===== config.mk =====
export PLATFORM = sky130hd
export DESIGN_NAME = accel_vector_magnitude
export DESIGN_NICKNAME = d
export VERILOG_FILES = /design/src/sv/avm_pkg.sv /design/src/sv/accel_vector_magnitude.sv
export SDC_FILE = /design/constraint.sdc
export NUM_CORES = 2
export LEC_CHECK = 0
export BUFFER_PORTS_ARGS = -buffer_cell sky130_fd_sc_hd__clkbuf_2
export CAP_MARGIN = 30
export CORE_MARGIN = 2
export CORE_UTILIZATION = 29
export DETAILED_ROUTE_END_ITERATION = 12
export GPL_TIMING_DRIVEN = 0
export RECOVER_POWER = 25
export SETUP_SLACK_MARGIN = 0.3
export SLEW_MARGIN = 20
export SYNTH_ARGS = -nofsm -noshare
export SYNTH_HDL_FRONTEND = slang
export SYNTH_SLANG_ARGS = --single-unit

===== constraint.sdc =====
create_clock -name i_clk -period 12.55 [get_ports i_clk]
set_input_delay 1.255 -clock i_clk [delete_from_list [all_inputs] [get_ports i_clk]]
set_output_delay 1.255 -clock i_clk [all_outputs]
set_load 0.005 [all_outputs]

===== src/sv/avm_pkg.sv =====
// Package for the acceleration vector magnitude block: widths, pipeline sizes and root steps.
package avm_pkg;

    localparam int unsigned RAW_W     = 16;
    localparam int unsigned SQ_W      = 31;  // (2^15)^2 = 2^30 needs 31 bits
    localparam int unsigned SUM_W     = 32;  // 3 * 2^30 < 2^32
    localparam int unsigned ROOT_W    = 24;
    localparam int unsigned REM_W     = 26;
    localparam int unsigned RANGE_W   = 2;
    localparam int unsigned SCALE_W   = 6;
    localparam int unsigned PROD_W    = ROOT_W + SCALE_W;
    localparam int unsigned SHIFT_W   = PROD_W + 3;
    localparam int unsigned MICRO_W   = 25;
    localparam int unsigned FRAC_SH   = 8;
    localparam int unsigned PRE_SH    = 16;
    localparam int unsigned BITS_STG  = 2;   // root bits resolved per stage
    localparam int unsigned RT_STG    = ROOT_W / BITS_STG;
    localparam int unsigned NUM_STG   = RT_STG + 3;

    localparam logic [SCALE_W-1:0] SCALE_NUM = 6'd61;

    typedef struct packed {
        logic [REM_W-1:0]  rem;
        logic [ROOT_W-1:0] root;
    } t_rt_state;

    // Magnitude of a two's complement sample; the most negative value maps to 2^15.
    function automatic logic [RAW_W-1:0] abs16(input logic [RAW_W-1:0] u);
        abs16 = u[RAW_W-1] ? RAW_W'(~u + 1'b1) : u;
    endfunction

    // Radicand bit pair for step i of the root, radicand = sum << PRE_SH.
    function automatic logic [1:0] rad_pair(input logic [SUM_W-1:0] sum, input int unsigned i);
        logic [1:0] pair;
        pair = 2'b00;
        if (2 * i >= PRE_SH) begin
            pair = sum[2 * i - PRE_SH +: 2];
        end
        rad_pair = pair;
    endfunction

    // One restoring digit step: bring in two radicand bits, try root bit one.
    function automatic t_rt_state rt_step(input t_rt_state cur, input logic [1:0] pair);
        logic [REM_W+1:0] part;
        logic [REM_W+1:0] trial;
        t_rt_state        nxt;
        part  = {cur.rem, pair};
        trial = {2'b00, cur.root, 2'b01};
        if (part >= trial) begin
            nxt.rem  = REM_W'(part - trial);
            nxt.root = {cur.root[ROOT_W-2:0], 1'b1};
        end else begin
            nxt.rem  = REM_W'(part);
            nxt.root = {cur.root[ROOT_W-2:0], 1'b0};
        end
        rt_step = nxt;
    endfunction

endpackage


===== src/sv/accel_vector_magnitude.sv =====
// Three-axis acceleration vector magnitude: sum of squares, pipelined square root, scaling.
//
// Each input word carries one signed 16-bit sample per axis. The block returns
// floor(sqrt((x^2 + y^2 + z^2) << 16)), the raw magnitude with 8 fraction
// bits, and that value times 61 times the range multiplier (1 << range code)
// shifted right 8, the magnitude in micro-g. The datapath is a 15-stage
// pipeline: one stage squares the three axes, one adds them, twelve stages
// each resolve two bits of the 24-bit root, and one stage scales and holds
// the output word. A word is accepted every cycle when the output side keeps
// up. Each stage advances as soon as the stage after it is free, so a stalled
// output fills empty stages first and input ready only drops once every stage
// holds a word. Both ready outputs stay low while reset is held. The range
// code comes from a one-register write port that is ready whenever reset is
// released; write it only while no word is in flight. It resets to 0 (+-2 g).
module accel_vector_magnitude (
    input  logic                          i_clk,
    input  logic                          i_rst_n,
    input  logic                          i_cfg_valid,
    output logic                          o_cfg_ready,
    input  logic [avm_pkg::RANGE_W-1:0]   i_cfg_range_code,
    input  logic                          i_in_valid,
    output logic                          o_in_ready,
    input  logic signed [avm_pkg::RAW_W-1:0] i_raw_x,
    input  logic signed [avm_pkg::RAW_W-1:0] i_raw_y,
    input  logic signed [avm_pkg::RAW_W-1:0] i_raw_z,
    output logic                          o_out_valid,
    input  logic                          i_out_ready,
    output logic [avm_pkg::ROOT_W-1:0]    o_magnitude_raw_q8,
    output logic [avm_pkg::MICRO_W-1:0]   o_magnitude_micro_g
);

    localparam int unsigned NS      = avm_pkg::NUM_STG;
    localparam int unsigned RT      = avm_pkg::RT_STG;
    localparam int unsigned S_SQ    = 0;
    localparam int unsigned S_SUM   = 1;
    localparam int unsigned S_RT0   = 2;
    localparam int unsigned S_OUT   = NS - 1;

    // Range register
    logic [avm_pkg::RANGE_W-1:0] r_range_code;

    assign o_cfg_ready = i_rst_n;

    always_ff @(posedge i_clk) begin
        if (!i_rst_n) begin
            r_range_code <= '0;
        end else if (i_cfg_valid) begin
            r_range_code <= i_cfg_range_code;
        end
    end

    // Stage valid bits and advance chain
    logic [NS-1:0] r_vld;
    logic [NS-1:0] adv;

    always_comb begin
        adv[S_OUT] = !r_vld[S_OUT] || i_out_ready;
        for (int k = NS - 2; k >= 0; k--) begin
            adv[k] = !r_vld[k] || adv[k+1];
        end
    end

    assign o_in_ready  = adv[S_SQ] && i_rst_n;
    assign o_out_valid = r_vld[S_OUT];

    always_ff @(posedge i_clk) begin
        if (!i_rst_n) begin
            r_vld <= '0;
        end else begin
            if (adv[S_SQ]) begin
                r_vld[S_SQ] <= i_in_valid;
            end
            for (int k = 1; k < NS; k++) begin
                if (adv[k]) begin
                    r_vld[k] <= r_vld[k-1];
                end
            end
        end
    end

    // Square stage
    logic [avm_pkg::SQ_W-1:0] r_sq_x, r_sq_y, r_sq_z;
    logic [avm_pkg::RAW_W-1:0] mag_x, mag_y, mag_z;

    assign mag_x = avm_pkg::abs16(i_raw_x);
    assign mag_y = avm_pkg::abs16(i_raw_y);
    assign mag_z = avm_pkg::abs16(i_raw_z);

    always_ff @(posedge i_clk) begin
        if (adv[S_SQ]) begin
            r_sq_x <= avm_pkg::SQ_W'(mag_x * mag_x);
            r_sq_y <= avm_pkg::SQ_W'(mag_y * mag_y);
            r_sq_z <= avm_pkg::SQ_W'(mag_z * mag_z);
        end
    end

    // Sum stage
    logic [avm_pkg::SUM_W-1:0] r_sum;

    always_ff @(posedge i_clk) begin
        if (adv[S_SUM]) begin
            r_sum <= avm_pkg::SUM_W'(r_sq_x) + avm_pkg::SUM_W'(r_sq_y)
                   + avm_pkg::SUM_W'(r_sq_z);
        end
    end

    // Root stages: two digit steps each, most significant first
    avm_pkg::t_rt_state        r_rt    [RT];
    logic [avm_pkg::SUM_W-1:0] r_rt_sum[RT];

    for (genvar j = 0; j < RT; j++) begin : g_rt
        avm_pkg::t_rt_state        src;
        avm_pkg::t_rt_state        mid;
        avm_pkg::t_rt_state        n_rt;
        logic [avm_pkg::SUM_W-1:0] src_sum;

        if (j == 0) begin : g_first
            assign src     = '0;
            assign src_sum = r_sum;
        end else begin : g_next
            assign src     = r_rt[j-1];
            assign src_sum = r_rt_sum[j-1];
        end

        assign mid  = avm_pkg::rt_step(src,
                          avm_pkg::rad_pair(src_sum, avm_pkg::ROOT_W - 1 - 2 * j));
        assign n_rt = avm_pkg::rt_step(mid,
                          avm_pkg::rad_pair(src_sum, avm_pkg::ROOT_W - 2 - 2 * j));

        always_ff @(posedge i_clk) begin
            if (adv[S_RT0 + j]) begin
                r_rt[j]     <= n_rt;
                r_rt_sum[j] <= src_sum;
            end
        end
    end

    // Scale stage: q8 * 61, shift by range, drop 8 fraction bits
    logic [avm_pkg::ROOT_W-1:0]  root_fin;
    logic [avm_pkg::PROD_W-1:0]  prod;
    logic [avm_pkg::SHIFT_W-1:0] scaled;
    logic [avm_pkg::ROOT_W-1:0]  r_q8;
    logic [avm_pkg::MICRO_W-1:0] r_micro;

    assign root_fin = r_rt[RT-1].root;
    assign prod     = avm_pkg::PROD_W'(root_fin) * avm_pkg::PROD_W'(avm_pkg::SCALE_NUM);
    assign scaled   = avm_pkg::SHIFT_W'(prod) << r_range_code;

    always_ff @(posedge i_clk) begin
        if (adv[S_OUT]) begin
            r_q8    <= root_fin;
            r_micro <= scaled[avm_pkg::FRAC_SH +: avm_pkg::MICRO_W];
        end
    end

    assign o_magnitude_raw_q8  = r_q8;
    assign o_magnitude_micro_g = r_micro;

    // Checks
    localparam int unsigned RAD_W = avm_pkg::SUM_W + avm_pkg::PRE_SH;

    // A full pipeline with a stalled output must refuse input.
    a_full_stall: assert property (@(posedge i_clk) disable iff (!i_rst_n)
        (&r_vld && !i_out_ready) |-> !o_in_ready)
        else $error("input accepted while every stage is full and output stalled");

    // Last root stage: radicand equals root squared plus remainder.
    a_root_exact: assert property (@(posedge i_clk) disable iff (!i_rst_n)
        r_vld[S_RT0 + RT - 1] |->
            ({r_rt_sum[RT-1], {avm_pkg::PRE_SH{1'b0}}} ==
             RAD_W'(root_fin) * RAD_W'(root_fin) + RAD_W'(r_rt[RT-1].rem)))
        else $error("root and remainder do not rebuild the radicand");

    // Floor property: remainder never exceeds twice the root.
    a_root_floor: assert property (@(posedge i_clk) disable iff (!i_rst_n)
        r_vld[S_RT0 + RT - 1] |->
            ({1'b0, r_rt[RT-1].rem} <= {root_fin, 1'b0} + 1'b0))
        else $error("root is not the floor square root");

    // A held output word keeps its value while stalled.
    a_out_hold: assert property (@(posedge i_clk) disable iff (!i_rst_n)
        (o_out_valid && !i_out_ready) |=>
            ($stable(o_magnitude_raw_q8) && $stable(o_magnitude_micro_g)))
        else $error("stalled output word changed");

endmodule

==> results.json <==
{
  "core_area_sq_mm": 0.243,
  "tightest_slew_ns": 1.97,
  "synth.top_cell.area_share": 0.301,
  "antenna_found_initial": 4,
  "grt_pass1_wl_um": 282000,
  "dr.pass1.iters": 6,
  "grt-ovfl-total": 0,
  "die_w_um": 498,
  "slew_headroom": -0.315,
  "ios": 107,
  "hold_violations": 0,
  "clkSinkCount": 724,
  "end_kind": "flip-flop",
  "postSynthCellCount": 7172,
  "vias": 51700,
  "ys_warn_count": 0,
  "wire_per_inst_um": 16.3,
  "num-fill-cells": 24800,
  "yosys.area_share.simple": 0.134,
  "cts_tree": "built",
  "ys_seq_area_frac": 0.305,
  "postCtsSetupBuffers": 0,
  "clk_path_buf_depth": 3,
  "violations": "max-capacitance violations, max-slew violations",
  "cp_max_fo": 10,
  "cts_root_buf": "clkbuf_16",
  "grt_max_degree": 55,
  "wirelength_um": 175000,
  "fmax_mhz": 93.9,
  "die_y_um": 498,
  "path_clk_slew_ns": 0.06,
  "period_share": 0.849,
  "async_reset_ff_frac": 0,
  "synth_compound_area_frac": 0.130,
  "synth_top_flop_cell": "edfxtp_1",
  "cts_max_level": 3,
  "max_stage_delay_ns": 0.70,
  "place_hpwl_um": 144000,
  "synth_cell_type_count": 103,
  "dieArea_sq_mm": 0.248,
  "syn-mean-instance-area_sq_um": 9.85,
  "required_ns": 12.96,
  "drcViolationCount": 0,
  "place.gp.congestion": 0.909,
  "yosys.area_share.xor_xnor": 0.0670,
  "start_kind": "input port",
  "final.min_clock_period_ns": 10.65,
  "nets": 8757,
  "path_common_cell": "inv_1",
  "synth_edf_count": 707,
  "numCtsBuffers": 83,
  "cts-resized-gates": 0,
  "worst-setup-path-type": "input port to flip-flop",
  "slew_viol_final": 41,
  "drive_above_1_share": 0.0551,
  "drv_cap": 1,
  "synth-seq-cells": 724,
  "hp-class": "flip-flop to flip-flop",
  "avgViaCountPerCell": 4.83,
  "drtAntennaViolNets": 0,
  "portBuffers": 104,
  "status": "finished with violations",
  "yosys.area.top_type": "edfxtp_1",
  "grt_pass1_vias": 53600,
  "clkLatencyLatePin_ns": 0.71,
  "drtIter0Drc": 3213,
  "start_util": 0.291,
  "areaGrowthSynthToFinish_pct": 11.0,
  "synthMuxAreaShare": 0.0112,
  "synth_top_family_by_area": "adder cells",
  "cts_hold_buffers": 0,
  "finalSetupViolations": 0,
  "rows": 181,
  "rsz0062_at_grt": "false",
  "slowest_stage": "xor2_1",
  "crit_arrival_ns": 11.06,
  "yosys-top-cells-area": "edfxtp_1, fa_1, ha_1",
  "tns_ns": 0,
  "skew_ns": 0.0333,
  "grt_use_total": 0.139,
  "syn_area_sq_mm": 0.0706,
  "synthAdderAreaFrac": 0.289
}
-- metal layers --
| metal | vias to the layer above | track usage | share of wire |
|---|---|---|---|
| met5 | - | 0 | 0 |
| met4 | 0 | 0.0430 | 0.030 |
| met3 | 280 | 0.0144 | 0.034 |
| met2 | 1056 | 0.254 | 0.50 |
| met1 | 25100 | 0.171 | 0.43 |
| li1 | 25200 | - | - |
-- critical path, delay by kind of cell --
kind            cells  cell delay [ns]
compound gates      6             1.46
simple gates        7             1.51
fa+ha+maj           8             3.60
xor+xnor            2             1.19
buf+inv            11             2.02
-- state kept, by name (all words and copies together), names as in the netlist --
| register | count |
|---|---|
| r_sq_x | 30 |
| r_sq_y | 30 |
| r_vld | 15 |
| r_rt | 424 |
| g_rt.src_sum | 32 |
| o_magnitude_raw_q8 | 24 |
| o_magnitude_micro_g | 25 |
| r_sq_z | 30 |
| r_rt_sum | 112 |
| r_range_code | 2 |
-- layout make-up --
class | count | area [sq um] | area share
tap | 3202 | 4010 | 0.0511
sequential | 724 | 21600 | 0.275
timing repair buffer | 135 | 848 | 0.0108
multi-input combinational | 5301 | 44800 | 0.571
buffer | 136 | 548 | 0.00699
antenna | 3 | 7.51 | 0.0000958
clock inverter | 54 | 517 | 0.00659
inverter | 1046 | 3930 | 0.0501
clock buffer | 100 | 2170 | 0.0277
-- placed cells by master (no fill, tap or decap), types with 103 or more instances in the layout --
cell type / count
inv_1: 1017
edfxtp_1: 707
ha_1: 677
nand2_1: 615
fa_1: 598
nor2_1: 549
a21oi_1: 388
xnor2_1: 335
o21ai_0: 300
xor2_1: 200
a21o_1: 175
clkbuf_1: 141
nor3_1: 107
clkbuf_2: 103
-- Yosys cell counts (107+ instances only) --
library cell and n:
inv_1 1023, edfxtp_1 707, ha_1 677, nand2_1 619
fa_1 598, nor2_1 549, a21oi_1 388, xnor2_1 340
o21ai_0 299, xor2_1 200, a21o_1 175, clkbuf_1 119
nor3_1 107
-- kinds of logic (layout without fill, tap and decap cells) --
logic type                 after synthesis  after routing
and+or+nand+nor                       1961           1961
adders and majority gates             1275           1275
muxes                                   74             74
other                                    2             40
DFF                                    724            724
buffers and inverters                 1182           1471
xor gates and xnor gates               540            540
AOI/OAI and AO/OA                     1414           1414
-- through the flow --
stage	setup slack [ns]	cells	cell area, sq um	utilization	hold slack [ns]
after CTS	2.05	10700	78400	0.323	0.402
after detailed placement	1.30	10500	75700	0.312	0.405
final	1.90	10700	78400	0.323	0.401
after floorplan	3.44	7207	70800	-	0.400
after global routing	1.43	10700	78400	0.323	0.407
after global placement	1.39	10500	75300	0.310	0.401
-- worst paths after layout --
check | start | end | slack, ns | depth (start not counted)
max reg2reg | r_rt[2][75]$_DFFE_PP_ | r_rt[2][135]$_DFFE_PP_ | 3.29 | 30
min | r_rt_sum[2][15]$_DFFE_PP_ | r_rt_sum[3][15]$_DFFE_PP_ | 0.40 | 0
max | i_raw_y[0] | r_sq_y[30]$_DFFE_PN_ | 1.90 | 34
min reg2reg | r_rt_sum[2][15]$_DFFE_PP_ | r_rt_sum[3][15]$_DFFE_PP_ | 0.40 | 0
Power is left out: the tool's default activity adds up to more than one toggle a clock period on the data nets, which glitch-free logic cannot reach.
